## config.mk

```make
export PLATFORM = sky130hd
export DESIGN_NAME = tcw_queue
export DESIGN_NICKNAME = d
export VERILOG_FILES = /design/src/text_console_writer_top_macros.svh /design/src/tcw_pkg.sv /design/src/tcw_queue.sv
export SDC_FILE = /design/constraint.sdc
export NUM_CORES = 1
export LEC_CHECK = 0
export BUFFER_PORTS_ARGS = -buffer_cell sky130_fd_sc_hd__buf_2
export CAP_MARGIN = 20
export CORE_MARGIN = 5
export CORE_UTILIZATION = 25
export DETAILED_ROUTE_END_ITERATION = 8
export SYNTH_ARGS = -nofsm -noshare
export SYNTH_HDL_FRONTEND = slang
export SYNTH_SLANG_ARGS = --single-unit
```

## constraint.sdc

```tcl
create_clock -name clk -period 4.55 [get_ports clk]
set_clock_uncertainty 0.05 [all_clocks]
set_input_delay 0.2275 -clock clk [delete_from_list [all_inputs] [get_ports clk]]
set_output_delay 0.2275 -clock clk [all_outputs]
set_load 0.1 [all_outputs]
```

## src/text_console_writer_top_macros.svh

```systemverilog
// Assertion macros for the text console writer.
// Expects clk and arst_n in the scope of each use; the bodies are empty under SYNTH.
`ifndef TEXT_CONSOLE_WRITER_TOP_MACROS_SVH
`define TEXT_CONSOLE_WRITER_TOP_MACROS_SVH
`ifndef SYNTH
// Same-cycle implication
`define TCW_ASSERT_IMPL(label, ante, cons) \
	label: assert property (@(posedge clk) disable iff (!arst_n) (ante) |-> (cons)) \
		else $error("text console writer: check failed");
// Next-cycle implication
`define TCW_ASSERT_NEXT(label, ante, cons) \
	label: assert property (@(posedge clk) disable iff (!arst_n) (ante) |=> (cons)) \
		else $error("text console writer: check failed");
`else
`define TCW_ASSERT_IMPL(label, ante, cons)
`define TCW_ASSERT_NEXT(label, ante, cons)
`endif
`endif

```

## src/tcw_pkg.sv

```systemverilog
// Shared constants, types and command format for the text console writer.
// No dependencies; the front, queue, back and top refer to it by scoped names.
package tcw_pkg;

	// Screen geometry
	localparam int COLS  = 80;
	localparam int ROWS  = 25;
	localparam int CELLS = COLS * ROWS;

	// Field widths of the item and result
	localparam int KIND_W = 2;
	localparam int CHAR_W = 8;
	localparam int POS_W  = 11;
	localparam int COL_W  = 7;
	localparam int ROW_W  = 5;
	localparam int CFG_IDX_W = 2;

	// Internal widths
	localparam int ADDR_W  = $clog2(CELLS);
	localparam int CNT_W   = $clog2(CELLS + 1);
	localparam int CIDX_W  = $clog2(COLS);
	localparam int RIDX_W  = $clog2(ROWS);
	localparam int CELL_W  = 2 * CHAR_W;

	// Division of a position by COLS through a reciprocal
	localparam int DIV_SHIFT = 16;
	localparam int DIV_RECIP = (1 << DIV_SHIFT) / COLS;
	localparam int PROD_W    = POS_W + DIV_SHIFT;
	localparam int QUO_W     = $clog2(((1 << POS_W) / COLS) + 2);

	// Command queue between front and back
	localparam int QDEPTH = 2;
	localparam int QPTR_W = (QDEPTH > 1) ? $clog2(QDEPTH) : 1;
	localparam int QCNT_W = $clog2(QDEPTH + 1);

	typedef logic [CHAR_W-1:0] byte_t;
	typedef logic [POS_W-1:0]  pos_t;
	typedef logic [ADDR_W-1:0] addr_t;
	typedef logic [CNT_W-1:0]  cnt_t;
	typedef logic [CIDX_W-1:0] cidx_t;
	typedef logic [RIDX_W-1:0] ridx_t;
	typedef logic [CELL_W-1:0] cell_t;
	typedef logic [PROD_W-1:0] prod_t;
	typedef logic [QUO_W-1:0]  quo_t;
	typedef logic [QPTR_W-1:0] qptr_t;
	typedef logic [QCNT_W-1:0] qcnt_t;
	typedef logic [CFG_IDX_W-1:0] cfg_idx_t;

	localparam byte_t NEWLINE_CODE = 8'h0a;
	localparam byte_t BLINK_BIT    = 8'h80;
	localparam byte_t BLANK_CHAR   = 8'h00;

	localparam byte_t PROMPT_CHAR_RST  = 8'd62;
	localparam byte_t PROMPT_COLOR_RST = 8'd10;
	localparam byte_t ERASE_ATTR_RST   = 8'h02;

	localparam cfg_idx_t CFG_PROMPT_CHAR  = 2'd0;
	localparam cfg_idx_t CFG_PROMPT_COLOR = 2'd1;
	localparam cfg_idx_t CFG_ERASE_ATTR   = 2'd2;

	localparam ridx_t LAST_ROW    = ridx_t'(ROWS - 1);
	localparam cidx_t LAST_COL    = cidx_t'(COLS - 1);
	localparam addr_t BOTTOM_BASE = addr_t'((ROWS - 1) * COLS);
	localparam cnt_t  SCROLL_SRC  = cnt_t'(2 * COLS);
	localparam cnt_t  CELL_COUNT  = cnt_t'(CELLS);
	localparam cnt_t  LAST_CELL   = cnt_t'(CELLS - 1);
	localparam cnt_t  BOTTOM_CNT  = cnt_t'((ROWS - 1) * COLS);

	// Item kinds on the input channel
	typedef enum logic [KIND_W-1:0] {
		KIND_PRINT  = 2'd0,
		KIND_ERASE  = 2'd1,
		KIND_SETCUR = 2'd2,
		KIND_READ   = 2'd3
	} kind_t;

	// Operations after classification
	typedef enum logic [2:0] {
		OP_PRINT,
		OP_NEWLINE,
		OP_ERASE,
		OP_SETCUR,
		OP_READ
	} op_t;

	typedef struct packed {
		op_t   op;
		logic  hit;   // position lies on the screen
		byte_t ch;
		byte_t attr;
		addr_t addr;
		ridx_t row;
		cidx_t col;
	} cmd_t;

endpackage

```

## src/tcw_queue.sv

```systemverilog
// Short command queue between the front end and the back end.
// Depends on tcw_pkg.
module tcw_queue (
	input  logic          clk,
	input  logic          arst_n,
	input  logic          push_valid,
	output logic          push_ready,
	input  tcw_pkg::cmd_t push_cmd,
	output logic          pop_valid,
	input  logic          pop_ready,
	output tcw_pkg::cmd_t pop_cmd
);

	tcw_pkg::cmd_t  slot_q [tcw_pkg::QDEPTH];
	tcw_pkg::qptr_t wr_ptr_q;
	tcw_pkg::qptr_t rd_ptr_q;
	tcw_pkg::qcnt_t count_q;
	logic           do_push;
	logic           do_pop;

	assign push_ready = (count_q != tcw_pkg::qcnt_t'(tcw_pkg::QDEPTH));
	assign pop_valid  = (count_q != '0);
	assign pop_cmd    = slot_q[rd_ptr_q];
	assign do_push    = push_valid && push_ready;
	assign do_pop     = pop_valid && pop_ready;

	// Advance pointers and fill count
	always_ff @(posedge clk or negedge arst_n) begin
		if (!arst_n) begin
			wr_ptr_q <= '0;
			rd_ptr_q <= '0;
			count_q  <= '0;
		end else begin
			if (do_push) begin
				wr_ptr_q <= (wr_ptr_q == tcw_pkg::qptr_t'(tcw_pkg::QDEPTH - 1)) ? '0 :
					tcw_pkg::qptr_t'(wr_ptr_q + 1'b1);
			end
			if (do_pop) begin
				rd_ptr_q <= (rd_ptr_q == tcw_pkg::qptr_t'(tcw_pkg::QDEPTH - 1)) ? '0 :
					tcw_pkg::qptr_t'(rd_ptr_q + 1'b1);
			end
			if (do_push && !do_pop) begin
				count_q <= tcw_pkg::qcnt_t'(count_q + 1'b1);
			end else if (do_pop && !do_push) begin
				count_q <= tcw_pkg::qcnt_t'(count_q - 1'b1);
			end
		end
	end

	// Store pushed commands
	always_ff @(posedge clk) begin
		if (do_push) begin
			slot_q[wr_ptr_q] <= push_cmd;
		end
	end

endmodule

```

# Yosys cells after proc, flatten, opt, wreduce, memory -nomap -nowiden
# Memories as Yosys holds them, arrays and structs flattened.
# Index checks and enable logic that the tools add are counted.
totals:
  reg_bits: 4
  word_cells: 23
  n_memories: 1
  ramBits: 86
memory_table:
  columns: ["memory", "words", "word_bits", "read_ports", "rd_ports_with_merged_regs", "wr", "line_no", "source"]
  rows:
  - ["slot_q", 2, 43, 1, 0, 1, "tcw_queue.sv:14", "tcw_pkg::cmd_t slot_q [tcw_pkg::QDEPTH];"]
classes:
  addsub: 4
  n_reduce_logical: 8
  n_eq_ne: 1
  muxes: 6
ops:
  columns: ["cell", "count"]
  rows:
  - ["$logic_and 1x1->1", 4]
  - ["$mux 1", 4]
  - ["$mux 2", 2]
  - ["$reduce_bool 2->1", 2]
  - ["$add 1x1->1 const B", 2]
  - ["$add 2x1->2 const B", 1]
  - ["$logic_not 1->1", 2]
  - ["$ne 2x2->1 const B", 1]
  - ["$sub 2x1->2 const B", 1]

# Depth between registers and ports, before layout
depth:
  word_depth: 6
  ltp_mapped: 7

# Least setup slack after synthesis
# No wires, ideal clock.
synth_path:
  path_kind: "reg2reg"
  startpoint: "reg count_q[0]"
  endpoint: "mem slot_q[0][0] in the netlist's numbering, enable pin"
  path_slack_ns: 0.759
  n_path_buf: 0
  stages_incl_launch_ff: 4
  t_arrival_ns: 3.297
  path_cell_list: "dfrtp_1 -> nand2b_1 -> nand2_1 -> nor2_1"
synth_via:
  elab_chain_len: 4
synth_lines:
  columns: ["element", "line_no", "source"]
  rows:
  - ["start: declaration", "tcw_queue.sv:17", "tcw_pkg::qcnt_t count_q;"]
  - ["start signal: assignment", "tcw_queue.sv:43", "count_q <= tcw_pkg::qcnt_t'(count_q + 1'b1);"]
  - ["start signal: assignment", "tcw_queue.sv:45", "count_q <= tcw_pkg::qcnt_t'(count_q - 1'b1);"]
  - ["$ne 2x2->1", "tcw_queue.sv:21", "assign push_ready = (count_q != tcw_pkg::qcnt_t'(tcw_pkg::QDEPTH));"]
  - ["named net push_ready", "tcw_queue.sv:7", "output logic push_ready,"]
  - ["$logic_and 1x1->1", "tcw_queue.sv:24", "assign do_push = push_valid && push_ready;"]
  - ["$mux 1", "tcw_queue.sv:52", "if (do_push) begin"]
  - ["$mux 1 (implied by the code)", "tcw_queue.sv:53", "slot_q[wr_ptr_q] <= push_cmd;"]
  - ["end: declaration", "tcw_queue.sv:14", null]
# The timed path passes the listed nets, and every way through them passes these cells.

==> impl_metrics.tcl <==
set metrics [dict create \
    status "finished, final reports clean" \
    die_area_mm2 0.0165 \
    dr.pass1.iters 4 \
    drt_iter0_markers 62 \
    detailroute.via_count 1684 \
    post_cts_buffers 0 \
    cts_tree "done" \
    ys_ff_latch 90 \
    cp_num_buf_inv 2 \
    rsz0062_at_grt "no" \
    syn-cell-area_mm2 0.00350 \
    drt_wl_total_mm 6.18 \
    grt_pass1_vias 1818 \
    dieWidth_um 128 \
    gp_congestion 0.657 \
    synth_cell_type_count 15 \
    antenna_found_initial 0 \
    layout-drive-gt1-share 0.593 \
    core_area_mm2 0.0138 \
    required_ns 4.27 \
    grt_pass1_wl_mm 9.55 \
    critPathLaunchType "flip-flop" \
    netlist_instances 152 \
    clock_sinks 90 \
    cp-end-kind "output port" \
    nNetsFinal 301 \
    ys_seq_area_frac 0.767 \
    hold_class "input port to flip-flop" \
    cts.clk_slew.worst_paths_ns 0.06 \
    avgSynthCellArea_um2 23.0 \
    clk_latency_ns 0.33 \
    path_cells "buf_4, mux2_2, buf_2" \
    avgViaCountPerCell 3.84 \
    rows 43 \
    cap_violations 0 \
    path_delay_family "buffers and inverters" \
    numCtsBuffers 9 \
    relSlewSlack 0.615 \
    holdBufCountCts 1 \
    grt_max_degree 44 \
    die_y_um 128 \
    drc 0 \
    worst_slew_pin_slew_ns 0.578 \
    cp_max_fo 26 \
    report.final.hold_viol_count 0 \
    setup-violations-final 0 \
    min_period_over_period 0.573 \
    portBuffers 91 \
    ios 92 \
    syn_nets 200 \
    drv_slew 0 \
    wl_per_cell_um 14.1 \
    slowest_stage "dfrtp_2" \
    track_usage 0.0787 \
    area_growth_pct 26.0 \
    cp.arrival_ns 2.33 \
    clock-root-buffer "clkbuf_16" \
    fmax_mhz 383 \
    overflow 0 \
    cts_max_path_buffers 2 \
    cts_resized 0 \
    worstSetupPathType "flip-flop to output port" \
    h-tree-depth 3 \
    antenna_cells 0 \
    ys_warn_count 0 \
    max_stage_delay_ns 0.74 \
    initial_core_util 0.253 \
    drtAntennaViolNets 0 \
    tns_ns 0 \
    dp_hpwl_mm 4.11 \
    period_minus_slack_ns 2.61 \
]
## per-stage QoR
step                      area (µm²)  utilization  worst slack (ns)  hold slack, ns  cells
final                           4410        0.319              1.94          0.0313    438
after global routing            4410        0.319              1.78         0.00549    438
after CTS                       4390        0.317              1.88         0.00540    437
after detailed placement        4110        0.297              2.26        -0.00799    420
after global placement          4110        0.297              2.27         -0.0137    420
after floorplan                 3500            -             0.759          -0.118    152
## worst paths after layout
| kind | slack [ns] | cells past startpoint | from | to |
|---|---|---|---|---|
| setup / recovery | 1.94 | 3 | rd_ptr_q | pop_cmd[22] |
| hold / removal | 0.03 | 1 | push_cmd[27] | slot_q[1][27] |
| setup reg to reg | 2.50 | 4 | count_q[0] | slot_q[0][24] |
| hold reg to reg | 0.45 | 1 | count_q[1] | count_q[1] |
| max in group asynchronous | 4.15 | 2 | arst_n | rd_ptr_q |
| min in group asynchronous | 0.17 | 2 | arst_n | wr_ptr_q |
## cells by family (layout without fill, tap and decap cells)
| family | Yosys count | in the layout | synth area share |
|---|---|---|---|
| DFF | 90 | 90 | 0.767 |
| muxes | 43 | 43 | 0.180 |
| and+or+nand+nor | 7 | 7 | 0.00966 |
| buffers and inverters | 6 | 112 | 0.0272 |
| xor gates and xnor gates | 5 | 5 | 0.0125 |
| adders and majority gates | 1 | 1 | 0.00358 |
## metal layers
metal  vias to the layer above  wire length [µm]  GRT usage
met5                         -                 0          0
met4                         0                93     0.0356
met3                         9               446     0.0350
met2                        53              3150      0.128
met1                       828              2490     0.0886
li1                        794                 -          -
## cell usage in the layout, fill, tap and decap left out, types with 2 or more instances in the layout
| master | n |
|---|---|
| xnor2_1 | 3 |
| mux2_4 | 39 |
| buf_4 | 2 |
| edfxtp_1 | 86 |
| clkbuf_1 | 3 |
| buf_2 | 91 |
| nand2_1 | 2 |
| xor2_1 | 2 |
| clkbuf_16 | 9 |
| clkinv_2 | 3 |
| mux2_2 | 4 |
| dfrtp_1 | 3 |
## Yosys cell counts
library cell,n,area share
edfxtp_1,86,0.74
buf_12,4,0.023
ha_1,1,0.0036
xnor2_1,3,0.0075
xor2_1,2,0.0050
or2_1,1,0.0018
nand2b_1,1,0.0018
buf_6,1,0.0032
inv_1,1,0.0011
dfrtp_1,4,0.029
nor2_1,2,0.0021
nand2_1,2,0.0021
mux2_4,39,0.17
and3_1,1,0.0018
mux2_2,4,0.013
## registers in the layout, indices dropped and copies added, names as in the netlist
register,count
wr_ptr_q,1
rd_ptr_q,1
slot_q,86
count_q,2
## layout make-up
cell class / count / area (µm²)
fill: 1352 / 9420
sequential: 90 / 2680
multi-input combinational: 56 / 729
timing repair buffer: 95 / 500
clock buffer: 13 / 250
tap: 180 / 225
clock inverter: 3 / 15.0
inverter: 1 / 3.75
Power is left out: the tool's default activity adds up to more than one toggle a clock period on the data nets, which glitch-free logic cannot reach.
