<file path="config.mk">
export PLATFORM = sky130hd
export DESIGN_NAME = tcw_front
export DESIGN_NICKNAME = d
export VERILOG_FILES = /design/src/text_console_writer_top_macros.svh /design/src/tcw_pkg.sv /design/src/tcw_front.sv
export SDC_FILE = /design/constraint.sdc
export NUM_CORES = 1
export LEC_CHECK = 0
export ABC_CLOCK_PERIOD_IN_PS = 3500
export BUFFER_PORTS_ARGS = -buffer_cell sky130_fd_sc_hd__buf_2
export CAP_MARGIN = 20
export CORE_MARGIN = 4
export CORE_UTILIZATION = 41
export CTS_CLUSTER_DIAMETER = 100
export DETAILED_ROUTE_END_ITERATION = 8
export GPL_TIMING_DRIVEN = 0
export PLACE_DENSITY_LB_ADDON = 0.1
export SLEW_MARGIN = 20
export SYNTH_ARGS = -nofsm -noshare
export SYNTH_HDL_FRONTEND = slang
export SYNTH_SLANG_ARGS = --single-unit
</file>
<file path="constraint.sdc">
create_clock -name clk -period 3.5 [get_ports clk]
set_input_delay 0.525 -clock clk [delete_from_list [all_inputs] [get_ports clk]]
set_output_delay 0.525 -clock clk [all_outputs]
set_load 0.03 [all_outputs]
</file>
<file path="src/text_console_writer_top_macros.svh">
// Assertion macros for the text console writer.
// Expects clk and arst_n in the scope of each use; the bodies are empty under SYNTH.
`ifndef TEXT_CONSOLE_WRITER_TOP_MACROS_SVH
`define TEXT_CONSOLE_WRITER_TOP_MACROS_SVH
`ifndef SYNTH
// Same-cycle implication
`define TCW_ASSERT_IMPL(label, ante, cons) \
	label: assert property (@(posedge clk) disable iff (!arst_n) (ante) |-> (cons)) \
		else $error("text console writer: check failed");
// Next-cycle implication
`define TCW_ASSERT_NEXT(label, ante, cons) \
	label: assert property (@(posedge clk) disable iff (!arst_n) (ante) |=> (cons)) \
		else $error("text console writer: check failed");
`else
`define TCW_ASSERT_IMPL(label, ante, cons)
`define TCW_ASSERT_NEXT(label, ante, cons)
`endif
`endif

</file>
<file path="src/tcw_pkg.sv">
// Shared constants, types and command format for the text console writer.
// No dependencies; the front, queue, back and top refer to it by scoped names.
package tcw_pkg;

	// Screen geometry
	localparam int COLS  = 80;
	localparam int ROWS  = 25;
	localparam int CELLS = COLS * ROWS;

	// Field widths of the item and result
	localparam int KIND_W = 2;
	localparam int CHAR_W = 8;
	localparam int POS_W  = 11;
	localparam int COL_W  = 7;
	localparam int ROW_W  = 5;
	localparam int CFG_IDX_W = 2;

	// Internal widths
	localparam int ADDR_W  = $clog2(CELLS);
	localparam int CNT_W   = $clog2(CELLS + 1);
	localparam int CIDX_W  = $clog2(COLS);
	localparam int RIDX_W  = $clog2(ROWS);
	localparam int CELL_W  = 2 * CHAR_W;

	// Division of a position by COLS through a reciprocal
	localparam int DIV_SHIFT = 16;
	localparam int DIV_RECIP = (1 << DIV_SHIFT) / COLS;
	localparam int PROD_W    = POS_W + DIV_SHIFT;
	localparam int QUO_W     = $clog2(((1 << POS_W) / COLS) + 2);

	// Command queue between front and back
	localparam int QDEPTH = 2;
	localparam int QPTR_W = (QDEPTH > 1) ? $clog2(QDEPTH) : 1;
	localparam int QCNT_W = $clog2(QDEPTH + 1);

	typedef logic [CHAR_W-1:0] byte_t;
	typedef logic [POS_W-1:0]  pos_t;
	typedef logic [ADDR_W-1:0] addr_t;
	typedef logic [CNT_W-1:0]  cnt_t;
	typedef logic [CIDX_W-1:0] cidx_t;
	typedef logic [RIDX_W-1:0] ridx_t;
	typedef logic [CELL_W-1:0] cell_t;
	typedef logic [PROD_W-1:0] prod_t;
	typedef logic [QUO_W-1:0]  quo_t;
	typedef logic [QPTR_W-1:0] qptr_t;
	typedef logic [QCNT_W-1:0] qcnt_t;
	typedef logic [CFG_IDX_W-1:0] cfg_idx_t;

	localparam byte_t NEWLINE_CODE = 8'h0a;
	localparam byte_t BLINK_BIT    = 8'h80;
	localparam byte_t BLANK_CHAR   = 8'h00;

	localparam byte_t PROMPT_CHAR_RST  = 8'd62;
	localparam byte_t PROMPT_COLOR_RST = 8'd10;
	localparam byte_t ERASE_ATTR_RST   = 8'h02;

	localparam cfg_idx_t CFG_PROMPT_CHAR  = 2'd0;
	localparam cfg_idx_t CFG_PROMPT_COLOR = 2'd1;
	localparam cfg_idx_t CFG_ERASE_ATTR   = 2'd2;

	localparam ridx_t LAST_ROW    = ridx_t'(ROWS - 1);
	localparam cidx_t LAST_COL    = cidx_t'(COLS - 1);
	localparam addr_t BOTTOM_BASE = addr_t'((ROWS - 1) * COLS);
	localparam cnt_t  SCROLL_SRC  = cnt_t'(2 * COLS);
	localparam cnt_t  CELL_COUNT  = cnt_t'(CELLS);
	localparam cnt_t  LAST_CELL   = cnt_t'(CELLS - 1);
	localparam cnt_t  BOTTOM_CNT  = cnt_t'((ROWS - 1) * COLS);

	// Item kinds on the input channel
	typedef enum logic [KIND_W-1:0] {
		KIND_PRINT  = 2'd0,
		KIND_ERASE  = 2'd1,
		KIND_SETCUR = 2'd2,
		KIND_READ   = 2'd3
	} kind_t;

	// Operations after classification
	typedef enum logic [2:0] {
		OP_PRINT,
		OP_NEWLINE,
		OP_ERASE,
		OP_SETCUR,
		OP_READ
	} op_t;

	typedef struct packed {
		op_t   op;
		logic  hit;   // position lies on the screen
		byte_t ch;
		byte_t attr;
		addr_t addr;
		ridx_t row;
		cidx_t col;
	} cmd_t;

endpackage

</file>
<file path="src/tcw_front.sv">
// Front end: accepts items, splits positions into row and column, builds commands.
// Depends on tcw_pkg.
module tcw_front (
	input  logic                      clk,
	input  logic                      arst_n,
	input  logic                      hold,
	input  logic                      in_valid,
	output logic                      in_ready,
	input  logic [tcw_pkg::KIND_W-1:0] kind,
	input  logic [tcw_pkg::CHAR_W-1:0] char_code,
	input  logic [tcw_pkg::CHAR_W-1:0] color,
	input  logic [tcw_pkg::CHAR_W-1:0] blink_char,
	input  logic [tcw_pkg::POS_W-1:0]  position,
	input  logic [tcw_pkg::COL_W-1:0]  column,
	input  logic [tcw_pkg::ROW_W-1:0]  row,
	input  tcw_pkg::byte_t             prompt_char,
	input  tcw_pkg::byte_t             prompt_color,
	input  tcw_pkg::byte_t             erase_attr,
	output logic                      cmd_valid,
	input  logic                      cmd_ready,
	output tcw_pkg::cmd_t             cmd
);

	logic                       valid_s1;
	logic [tcw_pkg::KIND_W-1:0] kind_s1;
	tcw_pkg::byte_t             char_s1;
	tcw_pkg::byte_t             color_s1;
	tcw_pkg::byte_t             blink_s1;
	tcw_pkg::pos_t              pos_s1;
	logic [tcw_pkg::COL_W-1:0]  col_s1;
	logic [tcw_pkg::ROW_W-1:0]  row_s1;
	tcw_pkg::quo_t              quo_s1;

	tcw_pkg::prod_t prod;
	tcw_pkg::pos_t  rem_raw;
	logic           rem_big;
	tcw_pkg::quo_t  quo_fix;
	tcw_pkg::pos_t  rem_fix;
	tcw_pkg::cidx_t col_sat;
	tcw_pkg::ridx_t row_sat;
	logic           accept;

	assign in_ready  = !hold && (!valid_s1 || cmd_ready);
	assign accept    = in_valid && in_ready;
	assign cmd_valid = valid_s1;

	// Estimate of position / COLS, at most one below the true quotient
	assign prod = tcw_pkg::prod_t'(position) * tcw_pkg::prod_t'(tcw_pkg::DIV_RECIP);

	// Stage occupancy
	always_ff @(posedge clk or negedge arst_n) begin
		if (!arst_n) begin
			valid_s1 <= 1'b0;
		end else if (accept) begin
			valid_s1 <= 1'b1;
		end else if (cmd_ready) begin
			valid_s1 <= 1'b0;
		end
	end

	// Hold the accepted item
	always_ff @(posedge clk) begin
		if (accept) begin
			kind_s1  <= kind;
			char_s1  <= char_code;
			color_s1 <= color;
			blink_s1 <= blink_char;
			pos_s1   <= position;
			col_s1   <= column;
			row_s1   <= row;
			quo_s1   <= tcw_pkg::quo_t'(prod >> tcw_pkg::DIV_SHIFT);
		end
	end

	// Correct the quotient estimate with one compare and subtract
	always_comb begin
		rem_raw = tcw_pkg::pos_t'(pos_s1 - tcw_pkg::pos_t'(quo_s1 * tcw_pkg::COLS));
		rem_big = (rem_raw >= tcw_pkg::COLS);
		quo_fix = rem_big ? tcw_pkg::quo_t'(quo_s1 + 1'b1) : quo_s1;
		rem_fix = rem_big ? tcw_pkg::pos_t'(rem_raw - tcw_pkg::COLS) : rem_raw;
	end

	// Saturate the set-cursor target
	always_comb begin
		col_sat = (col_s1 > tcw_pkg::COLS - 1) ? tcw_pkg::LAST_COL : tcw_pkg::cidx_t'(col_s1);
		row_sat = (row_s1 > tcw_pkg::ROWS - 1) ? tcw_pkg::LAST_ROW : tcw_pkg::ridx_t'(row_s1);
	end

	// Classify the item into a command
	always_comb begin
		cmd      = '0;
		cmd.op   = tcw_pkg::OP_PRINT;
		cmd.hit  = (pos_s1 < tcw_pkg::CELLS);
		cmd.addr = tcw_pkg::addr_t'(pos_s1);
		cmd.row  = tcw_pkg::ridx_t'(quo_fix);
		cmd.col  = tcw_pkg::cidx_t'(rem_fix);
		unique case (tcw_pkg::kind_t'(kind_s1))
			tcw_pkg::KIND_PRINT: begin
				if (char_s1 == tcw_pkg::NEWLINE_CODE) begin
					cmd.op   = tcw_pkg::OP_NEWLINE;
					cmd.ch   = prompt_char;
					cmd.attr = prompt_color |
						((prompt_char == tcw_pkg::BLANK_CHAR) ? tcw_pkg::BLINK_BIT : '0);
				end else begin
					cmd.op   = tcw_pkg::OP_PRINT;
					cmd.ch   = char_s1;
					cmd.attr = color_s1 | ((char_s1 == blink_s1) ? tcw_pkg::BLINK_BIT : '0);
				end
			end
			tcw_pkg::KIND_ERASE: begin
				cmd.op   = tcw_pkg::OP_ERASE;
				cmd.ch   = tcw_pkg::BLANK_CHAR;
				cmd.attr = erase_attr;
			end
			tcw_pkg::KIND_SETCUR: begin
				cmd.op   = tcw_pkg::OP_SETCUR;
				cmd.row  = row_sat;
				cmd.col  = col_sat;
				cmd.addr = tcw_pkg::addr_t'(tcw_pkg::addr_t'(row_sat) *
					tcw_pkg::addr_t'(tcw_pkg::COLS)) + tcw_pkg::addr_t'(col_sat);
			end
			tcw_pkg::KIND_READ: begin
				cmd.op = tcw_pkg::OP_READ;
			end
		endcase
	end

endmodule

</file>
# Word level (Yosys, flattened, before mapping)
# Index checks and enable logic that the tools add are counted.
[word_totals]
in_bits = 78
output_inout_bits = 45
elab_cells = 48
regBits = 55
[op_classes]
n_addsub = 4
n_reduce_logical = 8
n_mux = 13
eq_ne = 5
mul = 3
n_bitwise = 2
order_cmp = 4
[ops]
columns = ["cell", "n"]
rows = [
  ["$pmux W16 S2", 1],
  ["$mux W23", 1],
  ["$mul A11 B10 Y21 const B", 1],
  ["$mux W16", 1],
  ["$mux W8", 2],
  ["$or A8 B8 Y8", 2],
  ["$mul A5 B3 Y7 const B", 2],
  ["$mux W7", 2],
  ["$pmux W3 S4", 1],
  ["$add A11 B7 Y11", 1],
  ["$ge A11 B7 Y1 const B", 1],
  ["$lt A11 B11 Y1 const B", 1],
  ["$sub A11 B11 Y11", 1],
  ["$mux W5", 2],
  ["$eq A8 B4 Y1 const B", 1],
  ["$eq A8 B8 Y1", 1],
  ["$logic_not A8 Y1", 1],
  ["$gt A7 B7 Y1 const B", 1],
  ["$sub A7 B7 Y7 const B", 1],
  ["$add A5 B1 Y5 const B", 1],
  ["$gt A5 B5 Y1 const B", 1],
  ["$eq A2 B2 Y1 const B", 2],
  ["$mux W1", 3],
  ["$eq A2 B1 Y1 const B", 1],
  ["5 further kinds", 7],
]

# Logic depth before layout (Yosys ltp)
# Gate-level depths: netlist of run 1.
[depth]
ltp_word = 5
depth_mapped = 17
depth_no_buf = 17

# Worst setup path after synthesis of run 1
# No wires, ideal clock.
[synth_timing]
path_type = "input -> register"
startpoint = "input position[1] (netlist bit)"
endpoint = "register quo_s1[4] (data pin)"
setup_ps = 260
setup_slack_ps = -1075
path_stages = 16
t_arrival_ps = 4315
t_required_ps = 3240
path_cell_list = "ha_1 xor2_1 ha_1 fa_1 fa_1 inv_1 fa_1 inv_1 ha_1 nand4_1 nor3_1 and3_1 a22o_1 a311o_1 a21oi_1 xnor2_1"
[synth_via]
elab_chain_cells = 1
[synth_rtl]
columns = ["element", "line_no", "source"]
rows = [
  ["start: declaration", "tcw_front.sv:13", "input logic [tcw_pkg::POS_W-1:0] position,"],
  ["$mul A11 B10 Y21", "tcw_front.sv:48", "assign prod = tcw_pkg::prod_t'(position) * tcw_pkg::prod_t'(tcw_pkg::DIV_RECIP);"],
  ["via prod[20]", "tcw_front.sv:34", "tcw_pkg::prod_t prod;"],
  ["end signal: assignment", "tcw_front.sv:71", "quo_s1 <= tcw_pkg::quo_t'(prod >> tcw_pkg::DIV_SHIFT);"],
  ["end: declaration", "tcw_front.sv:32", "tcw_pkg::quo_t quo_s1;"],
]
# The timed path passes the listed nets, and every way through them passes these cells.
# A chain may end at the register's enable or synchronous reset.

# Worst setup path after layout of run 1
# Ends and elaborated chain as after synthesis.

==> key figures, run 1 <==
Status
  – Outcome: finished, violations left
  – Failing checks: negative setup slack

Timing
  – Setup repair after global routing missed its margin: true
  – Number of setup violations in the final report: 13
  – Final Max Slew Viols: 0
  – Transition time at the pin with the least slew margin: 0.707 ns
  – Max-Slew Margin vs Limit: 52.9%
  – Final period utilization: 118%
  – Fmax: 241 MHz
  – Final critical path time including I/O delays and setup: 4.14 ns
  – Hold violation total from the final report: 0
  – Worst Skew: 0.00243 ns
  – Final-layout worst hold slack: 0.398 ns
  – PnR worst setup slack: -0.644 ns

Yosys
  – Most frequent cells after synthesis: 99 x sky130_fd_sc_hd__ha_1, 78 x sky130_fd_sc_hd__inv_1, 54 x sky130_fd_sc_hd__edfxtp_1
  – Synthesized netlist net count: approximately 700
  – Post-synthesis cell count: 503
  – Share of flip-flops with an asynchronous set or reset after synthesis: 1.82%
  – Cell with the most instances after synthesis: sky130_fd_sc_hd__ha_1
  – Synthesized area divided by synthesized cell count: 10.4 µm²
  – Post-synthesis register bit count: 55
  – Share of Yosys cell area claimed by the top area cell type: 31.1%
  – EDFF count, synth: 54
  – Synth unique cells: 54
  – Sequential share of the synthesized area: 31.6%
  – Largest area contributor in the netlist: sky130_fd_sc_hd__edfxtp_1
  – Cells taking the most area after synthesis: sky130_fd_sc_hd__edfxtp_1 31%, sky130_fd_sc_hd__ha_1 24%, sky130_fd_sc_hd__fa_1 10%
  – Number of warnings printed during yosys synthesis: 0
  – Post-synthesis instance area: 0.00522 mm²
  – Top_reg_cell synth: sky130_fd_sc_hd__edfxtp_1

Die
  – Die X-Extent: roughly 120 µm
  – Number of placement rows: 40
  – Die outline height: between 100 and 150 µm
  – Core region area: 0.0122 mm²
  – Die Footprint: 0.0146 mm²
  – Starting Density: 42.7%
  – Number of ports placed on the die boundary: 123

Placement
  – Worst Setup Slack post-DPL: -1.11 ns
  – Hpwl dp: 10300 µm
  – Weighted congestion reported at the end of routability-driven placement: about 0.82
  – Placed Cells: 793
  – Port Buffer Count: 122

Clock tree
  – Clock Latency Late Sink: 0.30 ns
  – Clock transition at the register clock pins on the worst setup and hold paths after CTS: roughly 0.070 ns
  – Clock tree from TritonCTS: done
  – H-tree depth reported by CTS: 2
  – Number of buffers added by the clock tree synthesis step: 5
  – Buffer cell driving the clock tree root: sky130_fd_sc_hd__clkbuf_16
  – Number of buffers between clock root and the deepest sink: 2
  – # clock sinks: 55

Global routing
  – Total routing resource utilization after global routing: between 10% and 20%
  – Maximum number of pins on one net before global-route repair: 56
  – Number of global-route vias before repair: ~4200
  – Global routing usage on met3: under 10%
  – Congestion Overflow GR: 0
  – Met2 track demand over resource: 31.4%
  – First-pass GRT wire length: 20200 µm
  – Antenna violations before repair: 0
  – M1 GR Usage: 21.4%
  – GRT Max-Usage Layer: met2

Cells and area
  – Util after Layout: 57.1%
  – Antenna diodes: 0
  – Fill cell total of the finished layout: 1088
  – Storage element area: 0.00165 mm²
  – Post-route non-filler standard cell count: 829
  – Fraction of final layout cells with drive strength greater than 1: 35.6%
  – Synth-to-layout area growth: 33.8%
  – Area of the multi-input gates: 0.00365 mm²
  – Final net count: 864

Power and ir drop
  – Leak: 3.31 nW
  – PD cells: 555 mW/mm²
  – Worst voltage drop across the vdd grid: 0.000386 V
  – Total chip power: 3.87 mW

Worst setup path
  – Setup slack on the worst flop-to-flop path: approximately 1.9 ns
  – Type of destination of the critical path: register
  – Worst Path Required: 3.55 ns
  – Critical path class: in2reg
  – Launch point of the worst path: position[1]
  – Worst-case reg-to-reg path depth: 2
  – R2R Path End: blink_s1[1]
  – Data arrival at the endpoint of the critical path: 4.20 ns
  – Worst reg2reg startpoint: cmd_valid
  – Startpoint class of the critical path: input port
  – Largest driver fanout on the critical path: 4

Hold path
  – Worst Hold Path EP: blink_s1[6]
  – Worst hold path depth: 1
  – Tightest Hold Check Type: in2reg
  – Startpoint of the lowest-slack hold path: blink_char[6]

Detailed routing
  – Average via count per standard cell: 5.01
  – Via count: 4154
  – Number of iterations in the first detailed-routing pass: 4
  – Average detailed-routed wire length per instance: 15.2 µm
  – WL final: 12600 µm
  – DRC viols: 0
  – Detailed router's first-iteration violation count: approximately 190
  – Detail Route Antenna Nets: 0

Flow run
  – Max-cap check violation count: 0
==> per-layer routing <==
metal	up-vias	part of all wire, %	routed length, µm
li1	2057	-	-
met1	1997	42	5290
met2	87	53	6710
met3	13	3.7	472
met4	0	1.3	163
met5	-	0	0
==> cells by family after synthesis <==
family / after synthesis / synth area share [%]
AO/OA/AOI/OAI: 92 / 11.8
buffers and inverters: 93 / 7.01
multiplexers: 5 / 1.03
XOR/XNOR: 32 / 5.37
AND/OR/NAND/NOR: 100 / 9.12
flip-flops: 55 / 31.6
adder cells (fa/ha/maj): 126 / 34.1
==> layout by cell type, fill, tap and decap left out, types with 6 or more instances in the layout <==
cell type	n
sky130_fd_sc_hd__a21o_1	8
sky130_fd_sc_hd__a21oi_1	28
sky130_fd_sc_hd__a22o_1	9
sky130_fd_sc_hd__buf_2	107
sky130_fd_sc_hd__buf_4	33
sky130_fd_sc_hd__buf_6	12
sky130_fd_sc_hd__clkbuf_1	8
sky130_fd_sc_hd__edfxtp_1	54
sky130_fd_sc_hd__fa_1	26
sky130_fd_sc_hd__ha_1	79
sky130_fd_sc_hd__ha_4	18
sky130_fd_sc_hd__inv_1	72
sky130_fd_sc_hd__nand2_1	32
sky130_fd_sc_hd__nor2_1	23
sky130_fd_sc_hd__nor2b_1	9
sky130_fd_sc_hd__nor4_1	6
sky130_fd_sc_hd__o21ai_0	6
sky130_fd_sc_hd__o21ai_1	6
sky130_fd_sc_hd__xnor2_1	11
sky130_fd_sc_hd__xor2_1	15
==> report_power, final <==
| group | internal [mW] | total [mW] | switching [mW] | leakage, nW |
|---|---|---|---|---|
| sequential | 0.789 | 0.819 | 0.0292 | 0.516 |
| combinational | 1.20 | 2.54 | 1.34 | 2.72 |
| clock | 0.273 | 0.514 | 0.241 | 0.0723 |
| total | 2.26 | 3.87 | 1.61 | 3.31 |
==> worst max-delay path: stages <==
cell                      delay [ns]
sky130_fd_sc_hd__buf_12         0.11
sky130_fd_sc_hd__ha_4           0.23
sky130_fd_sc_hd__xor2_1         0.14
sky130_fd_sc_hd__ha_1           0.30
sky130_fd_sc_hd__fa_1           0.47
sky130_fd_sc_hd__fa_1           0.51
sky130_fd_sc_hd__inv_1          0.06
sky130_fd_sc_hd__fa_1           0.50
sky130_fd_sc_hd__inv_2          0.05
sky130_fd_sc_hd__ha_4           0.22
sky130_fd_sc_hd__nand4_1        0.13
sky130_fd_sc_hd__nor3_2         0.07
sky130_fd_sc_hd__and3_1         0.14
sky130_fd_sc_hd__a22o_1         0.19
sky130_fd_sc_hd__a311o_1        0.31
sky130_fd_sc_hd__a21oi_2        0.16
sky130_fd_sc_hd__xnor2_1        0.08
==> how the worst max path moves through the flow <==
stage                endpoint  slack, ns  depth (start not counted)
finish              quo_s1[4]      -0.64                         17
floorplan           quo_s1[4]      -0.65                         16
detailed placement  quo_s1[4]      -1.11                         17
CTS                 quo_s1[4]      -0.64                         17
global placement    quo_s1[4]      -1.13                         17
global route        quo_s1[4]      -0.82                         17
==> per-stage QoR <==
stage / area [µm²] / TNS [ns]
final: 6980 / -5.37
after CTS: 6820 / -4.98
after global routing: 6980 / -6.88
after detailed placement: 6250 / -6.05
after global placement: 6250 / -5.69
after floorplan: 5430 / -2.56
==> timing repair <==
| action | in CTS | in global routing |
|---|---|---|
| pin swaps | 31 | 10 |
| setup buffers | 20 | 8 |
| gates resized for setup | 61 | 15 |
| hold buffers | 1 | 0 |
| hold endpoints to repair | 1 | 0 |
| endpoints found under the setup margin | 14 | 14 |
| gates cloned | 0 | 0 |
==> flip-flops by register name (all words and copies together), names as in the netlist <==
register   flops
blink_s1       8
char_s1        8
cmd_valid      1
col_s1         7
color_s1       8
kind_s1        2
pos_s1        11
quo_s1         5
row_s1         5
==> cell type report <==
class,instances,share of cell area (%)
multi-input cells,355,52.4
flip-flops and latches,55,23.6
repair buffers,151,13.6
inverters,78,4.25
well taps,168,3.01
clock buffers,5,1.79
plain buffers,14,0.986
clock inverters,3,0.395
Note: power is estimated with default switching activity, not from simulation.
==> run 2: changes to the inputs <==
--- a/config.mk
+++ b/config.mk
@@ -9,7 +9,7 @@
 export BUFFER_PORTS_ARGS = -buffer_cell sky130_fd_sc_hd__buf_2
 export CAP_MARGIN = 20
 export CORE_MARGIN = 4
-export CORE_UTILIZATION = 41
+export CORE_UTILIZATION = 45
 export CTS_CLUSTER_DIAMETER = 100
 export DETAILED_ROUTE_END_ITERATION = 8
 export GPL_TIMING_DRIVEN = 0
==> run 2 against run 1 <==
Net effect:
- the run still ends with negative setup slack left
- register-to-register slack is essentially flat
- via count shrank 1.1%
- critical path depth is the same
- wire length is essentially flat
- total power shrank 0.67%
- global-route usage grew 1.2 points
- clock power grew 11%
==> key figures, run 2 (synthesized netlist as in run 1, its figures left out) <==
Status
  – Outcome: finished, violations left
  – Failing checks: negative setup slack

Global routing
  – Maximum number of pins on one net before global-route repair: 56 (unchanged)
  – Number of global-route vias before repair: 4158 (-2.0%)
  – First-pass GRT wire length: 19600 µm (-3.1%)
  – Antenna violations before repair: 0 (unchanged)
  – Total routing resource utilization after global routing: 18.3% (+1.2 points)
  – Congestion Overflow GR: 0 (unchanged)

Clock tree
  – Clock tree from TritonCTS: done
  – Clock Latency Late Sink: 0.30 ns (about the same)
  – Buffer cell driving the clock tree root: sky130_fd_sc_hd__clkbuf_16
  – Clock transition at the register clock pins on the worst setup and hold paths after CTS: 0.07 ns (about the same)
  – Number of buffers added by the clock tree synthesis step: 5 (unchanged)
  – # clock sinks: 55 (unchanged)
  – Number of buffers between clock root and the deepest sink: 2 (unchanged)
  – H-tree depth reported by CTS: 2 (unchanged)

Timing
  – Final-layout worst hold slack: 0.399 ns (+0.00114 ns)
  – Max-Slew Margin vs Limit: 51.8% (-1.1 points)
  – Final-layout setup total negative slack: -5.19 ns (+0.182 ns)
  – Fmax: 239 MHz (-0.95%)
  – Final critical path time including I/O delays and setup: 4.18 ns (+0.0399 ns)
  – Setup repair after global routing missed its margin: true
  – Transition time at the pin with the least slew margin: 0.723 ns (+0.0159 ns)
  – Final period utilization: 120% (+1.1 points)
  – PnR worst setup slack: -0.684 ns (-0.0399 ns)
  – Worst Skew: 0.00379 ns (+0.00137 ns)
  – Hold violation total from the final report: 0 (unchanged)
  – Number of setup violations in the final report: 13 (unchanged)
  – Final Max Slew Viols: 0 (unchanged)

Die
  – Number of placement rows: 39 (-2.5%)
  – Number of ports placed on the die boundary: 123 (unchanged)
  – Starting Density: 45.9% (+3.2 points)
  – Die X-Extent: 116 µm (-4.2%)
  – Die outline height: 116 µm (-4.2%)
  – Die Footprint: 0.0134 mm² (-8.3%)
  – Core region area: 0.0114 mm² (-6.9%)

Placement
  – Weighted congestion reported at the end of routability-driven placement: 0.848 (+2.9%)
  – Hpwl dp: 10300 µm (+0.14%)
  – Port Buffer Count: 122 (unchanged)
  – Instance area at placement: 0.00622 mm² (-0.50%)

Worst setup path
  – Worst-case reg-to-reg path depth: 2 (unchanged)
  – Startpoint class of the critical path: input port
  – Type of destination of the critical path: register
  – Kind of cell with the highest combined delay on the critical path: adder cells
  – Data arrival at the endpoint of the critical path: 4.23 ns (+0.03 ns)
  – Cell mode on critical path: sky130_fd_sc_hd__fa_1
  – Largest incremental delay on the critical path: 0.51 ns (about the same)
  – Number of buffers and inverters on the critical path: 3 (unchanged)
  – Cells along the critical path: buf_12, ha_4, xor2_2, ha_1, fa_1, fa_1, inv_1, fa_1, inv_2, ha_4, nand4_1, nor3_2, and3_1, a22o_1, a311o_1, a21oi_2, xnor2_1
  – Worst reg2reg startpoint: cmd_valid
  – Worst Path Required: 3.55 ns (about the same)
  – Largest driver fanout on the critical path: 5 (+1)
  – Setup slack on the worst flop-to-flop path: 1.89 ns (about the same)
  – R2R Path End: quo_s1[2]
  – Worst-path cell with the longest stage delay: sky130_fd_sc_hd__fa_1
  – Critical path class: in2reg

Power and ir drop
  – Worst voltage drop across the vdd grid: 0.000392 V (+1.4%)
  – PD cells: 554 mW/mm² (-0.21%)
  – Leak: 3.29 nW (-0.61%)

Detailed routing
  – Detail Route Antenna Nets: 0 (unchanged)
  – WL final: 12600 µm (about the same)
  – Number of iterations in the first detailed-routing pass: 5 (+1)
  – Average via count per standard cell: 5.14 (+2.5%)
  – Average detailed-routed wire length per instance: 15.8 µm (+3.5%)
  – Detailed router's first-iteration violation count: 214 (+10%)
  – DRC viols: 0 (unchanged)
  – Via count: 4110 (-1.1%)

Cells and area
  – Util after Layout: 61.1% (+3.9 points)
  – Most frequent cells in the layout: 108 x sky130_fd_sc_hd__buf_2, 77 x sky130_fd_sc_hd__ha_1, 72 x sky130_fd_sc_hd__inv_1
  – Antenna diodes: 0 (unchanged)
  – Largest register by flop count: pos_s1
  – Flip-flop count of the largest register after layout: 11 (unchanged)
  – Most common cell after layout, fill and taps aside: sky130_fd_sc_hd__buf_2
  – Fraction of final layout cells with drive strength greater than 1: 35.2% (-0.39 points)
  – Synth-to-layout area growth: 33.2%
  – Post-route design area: 0.00694 mm² (-0.47%)
  – Final net count: 860 (-0.46%)

Hold path
  – Startpoint of the lowest-slack hold path: char_code[3]
  – Worst hold path depth: 1 (unchanged)
  – Tightest Hold Check Type: in2reg
  – Worst Hold Path EP: char_s1[3]

Flow run
  – Max-cap check violation count: 0 (unchanged)
==> run 2: per-stage QoR <==
step	total power [mW]	worst slack (ns)	cells
3_3_place_gp	2.91	-1.14	768
6_report	3.85	-0.684	800
5_1_grt	4.16	-0.870	800
3_5_place_dp	2.99	-1.17	768
4_1_cts	3.76	-0.702	791
2_1_floorplan	2.49	-0.645	503
==> run 2: report_power, final <==
part           leakage (nW)  switching, mW  internal (mW)
Clock                0.0815          0.232          0.341
Combinational          2.69           1.32           1.14
Sequential            0.516         0.0304          0.790
==> run 2: final cells by class <==
class	count	area [µm²]
inverter	78	295
clock buffer	6	129
buffer	15	72.6
tap	143	179
timing repair buffer	146	892
multi-input combinational	355	3690
sequential	55	1650
clock inverter	2	38.8
fill	970	4430
==> run 2: how the worst max path moves through the flow <==
stage                endpoint  depth (start not counted)  slack, ns         from
floorplan           quo_s1[4]                         16      -0.65  position[1]
global placement    quo_s1[4]                         17      -1.14  position[1]
detailed placement  quo_s1[0]                         17      -1.17  position[1]
CTS                 quo_s1[4]                         17      -0.70  position[1]
global route        quo_s1[4]                         17      -0.87  position[1]
finish              quo_s1[4]                         17      -0.68  position[1]
==> run 2: timing repair <==
item | in CTS | in global routing
resized for setup | 60 | 20
hold endpoints to repair | 1 | 0
pin swaps | 25 | 21
setup endpoints to repair | 14 | 14
hold buffers | 1 | 0
buffers inserted | 14 | 9
==> run 2: worst register-to-register path, stage by stage (launching register included) <==
cell,delay [ns]
sky130_fd_sc_hd__dfrtp_1,0.40
sky130_fd_sc_hd__a21oi_1,0.17
sky130_fd_sc_hd__and2_4,0.64
==> run 2: routing by layer <==
metal / part of all wire [%] / wire [µm] / track usage (%) / up-vias
li1: - / - / - / 2047
met1: 41 / 5170 / 22.5 / 1961
met2: 52 / 6620 / 33.8 / 86
met3: 4.6 / 582 / 2.72 / 16
met4: 2.0 / 252 / 4.72 / 0
met5: 0 / 0 / 0 / -
